### config.mk
export PLATFORM = sky130hd
export DESIGN_NAME = gech_ctrl
export DESIGN_NICKNAME = d
export VERILOG_FILES = /design/src/rtl/gech_pkg.sv /design/src/rtl/gech_ctrl.sv
export SDC_FILE = /design/constraint.sdc
export NUM_CORES = 1
export LEC_CHECK = 0
export BUFFER_PORTS_ARGS = -buffer_cell sky130_fd_sc_hd__buf_4
export CORE_AREA = 2 2 39 41
export CTS_CLUSTER_DIAMETER = 100
export DETAILED_ROUTE_END_ITERATION = 8
export DIE_AREA = 0 0 41 43
export GPL_ROUTABILITY_DRIVEN = 0
export PLACE_DENSITY = 0.39
export SETUP_SLACK_MARGIN = 0.2
export SYNTH_ARGS = -nofsm -noshare
export SYNTH_HDL_FRONTEND = slang
export SYNTH_SLANG_ARGS = --single-unit
### constraint.sdc
create_clock -name clock -period 2.35 [get_ports clock]
set_input_delay 0.235 -clock clock [delete_from_list [all_inputs] [get_ports clock]]
set_output_delay 0.235 -clock clock [all_outputs]
set_load 0.01 [all_outputs]
### src/rtl/gech_pkg.sv
// Package for the grid edge crossing block: state, command and status types, register
// indexes and reset values. No dependencies; used by every module of the block.
package gech_pkg;

   localparam int DEF_MAX_WIDTH = 1024;   // default line store depth
   localparam int MAX_HEIGHT    = 1024;   // rows in use are limited to this
   localparam int CSR_IDX_W     = 3;
   localparam int CSR_DATA_W    = 32;
   localparam int DIV_STEPS     = 32;     // quotient bits, one per cycle
   localparam int DIV_CNT_W     = 5;

   localparam logic [CSR_IDX_W-1:0] REG_GRID_WIDTH  = 3'd0;
   localparam logic [CSR_IDX_W-1:0] REG_GRID_HEIGHT = 3'd1;
   localparam logic [CSR_IDX_W-1:0] REG_ORIGIN_X    = 3'd2;
   localparam logic [CSR_IDX_W-1:0] REG_ORIGIN_Y    = 3'd3;
   localparam logic [CSR_IDX_W-1:0] REG_CELL_SIZE_X = 3'd4;
   localparam logic [CSR_IDX_W-1:0] REG_CELL_SIZE_Y = 3'd5;

   localparam logic [10:0] RST_GRID_WIDTH  = 11'd32;
   localparam logic [10:0] RST_GRID_HEIGHT = 11'd32;
   localparam logic [30:0] RST_CELL_SIZE   = 31'd2048;

   typedef enum logic [2:0] {
      S_IDLE,     // waiting for an item
      S_EVAL,     // neighbour read back, sign tests
      S_PICK,     // choose next crossing or finish
      S_DIV,      // divider stepping
      S_FIN,      // final sums into output register
      S_COMMIT    // update neighbours and counters
   } gech_state_type;

   typedef struct packed {
      logic accept;
      logic eval;
      logic mul;
      logic div_step;
      logic load_out;
      logic commit;
   } gech_cmd_type;

   typedef struct packed {
      logic pend_any;
      logic div_last;
      logic out_free;
   } gech_sts_type;

endpackage

### src/rtl/gech_ctrl.sv
// Controller of the grid edge crossing block: sequences one item through the datapath.
// Depends on gech_pkg.
module gech_ctrl (
   input  logic                  clock,
   input  logic                  reset,
   input  logic                  req_valid,
   output logic                  req_ready,
   input  gech_pkg::gech_sts_type sts,
   output gech_pkg::gech_cmd_type cmd
);

   gech_pkg::gech_state_type state_ff, state_in;

   always_ff @(posedge clock) begin
      if (reset) begin
         state_ff <= gech_pkg::S_IDLE;
      end else begin
         state_ff <= state_in;
      end
   end

   always_comb begin
      state_in = state_ff;
      case (state_ff)
         gech_pkg::S_IDLE: begin
            if (req_valid) state_in = gech_pkg::S_EVAL;
         end
         gech_pkg::S_EVAL:   state_in = gech_pkg::S_PICK;
         gech_pkg::S_PICK: begin
            state_in = sts.pend_any ? gech_pkg::S_DIV : gech_pkg::S_COMMIT;
         end
         gech_pkg::S_DIV: begin
            if (sts.div_last) state_in = gech_pkg::S_FIN;
         end
         gech_pkg::S_FIN: begin
            if (sts.out_free) state_in = gech_pkg::S_PICK;
         end
         gech_pkg::S_COMMIT: state_in = gech_pkg::S_IDLE;
         default:            state_in = gech_pkg::S_IDLE;
      endcase
   end

   always_comb begin
      cmd       = '0;
      req_ready = 1'b0;
      case (state_ff)
         gech_pkg::S_IDLE: begin
            req_ready  = 1'b1;
            cmd.accept = req_valid;
         end
         gech_pkg::S_EVAL:   cmd.eval     = 1'b1;
         gech_pkg::S_PICK:   cmd.mul      = sts.pend_any;
         gech_pkg::S_DIV:    cmd.div_step = 1'b1;
         gech_pkg::S_FIN:    cmd.load_out = sts.out_free;
         gech_pkg::S_COMMIT: cmd.commit   = 1'b1;
         default: ;
      endcase
   end

   // result only loaded for a pending crossing into a free output register
   a_load_ok: assert property (@(posedge clock) disable iff (reset)
      cmd.load_out |-> (sts.pend_any && sts.out_free))
      else $error("load without pending crossing");

   // neighbours never updated while a crossing is outstanding
   a_commit_ok: assert property (@(posedge clock) disable iff (reset)
      cmd.commit |-> !sts.pend_any)
      else $error("commit with pending crossing");

   // divider runs its full length
   a_div_run: assert property (@(posedge clock) disable iff (reset)
      (state_ff == gech_pkg::S_DIV && !sts.div_last) |=> (state_ff == gech_pkg::S_DIV))
      else $error("divider left early");

   // a new item only after the previous one committed
   a_accept_idle: assert property (@(posedge clock) disable iff (reset)
      cmd.accept |=> (state_ff == gech_pkg::S_EVAL && $past(state_ff) == gech_pkg::S_IDLE))
      else $error("accept outside idle");

endmodule

# ---- Yosys cells after proc, flatten, opt, wreduce, memory -nomap -nowiden
# Cells that the tools add are included.
dict set report word_totals {
  ff_bits 3
  in_bits 6
  word_cells 23
}
dict set report classes {
  muxes 12
  n_eq_ne 8
  reduce_logical 2
}
# cell n
set op_table {}
lappend op_table {{one-hot mux 3 bit (5 select lines)} 1}
lappend op_table {{2-to-1 mux 3 bit} 4}
lappend op_table {{2-to-1 mux 1 bit} 7}
lappend op_table {{equality test 3 x 2 -> 1 bit (second input constant)} 2}
lappend op_table {{equality test 3 bit (second input constant)} 2}
lappend op_table {{!= test 2 bit (second input constant)} 3}
lappend op_table {{equality test 3 x 1 -> 1 bit (second input constant)} 1}
lappend op_table {{logical NOT 3 bit} 1}
lappend op_table {{AND reduction 3 bit} 1}

# ---- Depth between registers and ports, before layout
dict set report depth {
  depth_word 3
  mapped_depth 4
  depth_no_buf 3
}

# ---- Worst setup path before layout
# OpenSTA, ideal clock, no wires.
dict set report synth_path {
  path_kind {register -> output}
  startpoint {reg state_ff[0]}
  endpoint {out cmd[5] (netlist bit)}
  setup_slack_ps 1108
  path_stages_with_launch 4
  arrival_time_ps 1007
  path_cell_list {dfxtp_1 buf_4 nor3_1 and2_1}
}
# element line_no
set synth_rtl {}
lappend synth_rtl {{start, declared} gech_ctrl.sv:12} ;# gech_pkg::gech_state_type state_ff, state_in;
lappend synth_rtl {{start signal, assigned} gech_ctrl.sv:16} ;# state_ff <= gech_pkg::S_IDLE;
lappend synth_rtl {{start signal, assigned} gech_ctrl.sv:18} ;# state_ff <= state_in;
lappend synth_rtl {{end, declared} gech_ctrl.sv:9} ;# output gech_pkg::gech_cmd_type cmd

==> impl_metrics.csv <==
group,metric,value,unit
run_status,status,"finished, final reports clean",
yosys,synth_seq_cells,3,
clock_tree,cts_sinks,3,
clock_tree,cts_tree,"done",
placement,port_buffers,12,
floorplan,initial_core_util,18.90,%
worst_setup_path,regToRegSetupSlack,1.10,ns
finish,largest_reg_flops,3,
yosys,synthTopCellsByCount,"and3_1 (3), dfxtp_1 (3), buf_6 (2), inv_1 (2), nor2_1 (2)",
floorplan,fp.dieW,41,um
worst_setup_path,path_cells,"inv_1 -> nor4b_1 -> buf_4",
sta,period_share,70.34,%
worst_setup_path,cp_top_family,"flip-flops",
yosys,yosysWarnings,0,
yosys,syn_nets,36,
finish,post-route-util,26.58,%
sta,period_needed,1.653,ns
floorplan,dieArea,1763,um2
global_route,gr-usage-all-layers,8.717,%
clock_tree,root_buffer,"clkbuf_4",
yosys,yosysTopAreaCellShare,22.97,%
sta,final.setup.tns,0,ns
global_route,grt_pass1_wl,1007,um
sta,report.final.slew_viol_count,0,
worst_setup_path,r2r_cells,3,
global_route,grt_pass1_vias,244,
yosys,synthArstFlopShare,0,%
pwr,ir_drop,0.1168,mV
clock_tree,clock_path_buffers,2,
yosys,ys_seq_area_share,22.97,%
routing,dr.pass1.iters,4,
worst_setup_path,critPathCaptureType,"output port",
clock_tree,cts_setup_buffers,0,
clock_tree,ctsResizeCount,0,
yosys,synthTopCellsByArea,"dfxtp_1 (23%), buf_6 (8.6%), and3_1 (7.2%)",
worst_setup_path,start_kind,"register",
routing,routedWlPerCell,11.14,um
finish,largest-register,"state_ff",
sta,fmax,605.0,MHz
finish,antenna_cells,0,
yosys,ys.flop_type,"dfxtp_1",
finish,final_nets,50,
sta,hold_violations,0,
finish,reg_top3,"state_ff (3)",
floorplan,rows,14,
routing,final_antenna_net_count,0,
global_route,grt-ovfl-total,0,
global_route,grt_max_degree,14,
sta,rsz0062_at_grt,"no",
finish,syn_to_final_growth,40.67,%
sta,maxSlewHeadroom,72.17,%
floorplan,die_h,43,um
clock_tree,path_clk_slew,0.04,ns
routing,dr_total_vias,269,
worst_setup_path,regToRegEndpoint,"state_ff[1]$_SDFFE_PP0P_",
worst_setup_path,cpPeakStageDelay,0.48,ns
clock_tree,cts-htree-levels,1,
finish,instances_no_fill,59,
min_path,min_path_type,"in -> reg",
worst_setup_path,reg2reg_from,"state_ff[0]$_SDFFE_PP0P_",
routing,drc,0,
flow_run,maxCapViolCount,0,
worst_setup_path,crit_fanout,8,
clock_tree,numCtsBuffers,3,
yosys,synth_edf_count,0,
placement,dp.cells,55,
finish,drive_gt1_share,44.19,%
sta,tightest_slew,0.4168,ns
pwr,p_per_area,650.1,nW/um2
min_path,hold_depth,2,
min_path,worstHoldEndpoint,"state_ff[2]$_SDFFE_PP0P_",
finish,fin_area,367.9,um2
pwr,p_total,0.2391,mW
worst_setup_path,crit_arrival,1.42,ns
clock_tree,insertion_delay,0.23,ns
routing,routed_wl,657,um
yosys,avgSynthCellArea,8.717,um2
worst_setup_path,path_buf_inv,2,
clock_tree,postCtsHoldBufs,0,
routing,drtIter0Drc,2,
worst_setup_path,slowest_stage,"dfxtp_1",
worst_setup_path,crit_start,"state_ff[2]$_SDFFE_PP0P_",
routing,vias_per_cell,4.559,
min_path,hold_path_startpoint,"reset",
sta,setup_viol_count_final,0,
placement,hpwl,503.8,um
floorplan,io_pins,13,
yosys,syn_area,261.5,um2
global_route,antenna_found_initial,0,
placement,postPlaceCellArea,341.6,um2
worst_setup_path,cp.required,2.12,ns
floorplan,core_area,1384,um2
finish,final.fill_count,162,
yosys,netlist_instances,30,
worst_setup_path,path_class,"reg -> out",
sta,fin_worst_skew,0.005709,ns
yosys,synth_top_area_cell,"dfxtp_1",
pwr,leakage,0.1530,nW
yosys,yosysUniqueCellTypes,23,
[worst register-to-register path, delay by kind of cell (launching register included)]
kind / cells / cell delay, ns
flops: 1 / 0.56
compound gates: 1 / 0.30
simple gates: 2 / 0.28
[worst max-delay path by stage]
stage              to  slack, ns  cells after the start
2_1_floorplan  cmd[5]       1.11                      3
3_3_place_gp   cmd[1]       1.00                      3
3_5_place_dp   cmd[1]       0.96                      3
4_1_cts        cmd[1]       0.70                      3
5_1_grt        cmd[1]       0.59                      3
6_report       cmd[1]       0.70                      3
[stage by stage]
step                      hold WS, ns  setup slack [ns]
after floorplan                0.2996             1.108
after global routing           0.1615            0.5924
after detailed placement       0.4146            0.9631
final                          0.1723            0.6970
after global placement         0.4103             1.001
after CTS                      0.1678            0.7031
[cells in the final DEF (no fill, tap or decap)]
cell type,Yosys,layout
mux2i_1,1,1
nand2b_1,1,1
o31a_1,1,1
o21ai_0,1,1
clkbuf_1,0,1
and3_1,3,3
inv_1,2,2
nand3b_1,1,1
clkbuf_4,0,3
o31ai_1,1,1
and2_1,1,1
nor3b_1,1,1
nor3_2,1,1
dfxtp_1,3,3
a21oi_1,1,1
nor4b_2,1,1
buf_4,1,12
nor3_1,1,1
nor4b_1,1,1
a31oi_1,1,1
nor2_1,2,2
a211oi_2,1,1
and3_2,1,1
xnor2_1,1,1
[power by group]
| group | internal (mW) | leakage [nW] | switching [mW] |
|---|---|---|---|
| registers | 0.0573 | 0.0246 | 0.0176 |
| clock network | 0.0637 | 0.0150 | 0.0270 |
| logic | 0.0413 | 0.113 | 0.0322 |
[kinds of logic (layout without fill, tap and decap cells)]
logic type	count (synthesis)	after routing	synth area share, %
xor gates and xnor gates	1	1	3.350
DFF	3	3	22.97
muxes	1	1	3.828
and+or+nand+nor	14	14	38.28
AOI/OAI and AO/OA	6	6	17.22
buffers and inverters	5	18	14.36
[final cells by class]
cell class / instances / area (um2) / area share [%]
clock buffers: 4 / 26.28 / 7.143
inverters: 2 / 7.507 / 2.041
multi-input cells: 22 / 163.9 / 44.56
flip-flops and latches: 3 / 60.06 / 16.33
well taps: 16 / 20.02 / 5.442
repair buffers: 12 / 90.09 / 24.49
[metal layers]
metal | up-vias | GRT usage (%) | routed length, um
met4 | 0 | 8.000 | 0
met5 | - | 0 | 0
met3 | 0 | 3.141 | 40
met1 | 123 | 11.50 | 290
met2 | 12 | 10.31 | 326
li1 | 134 | - | -
(Power assumes the default switching activity.)
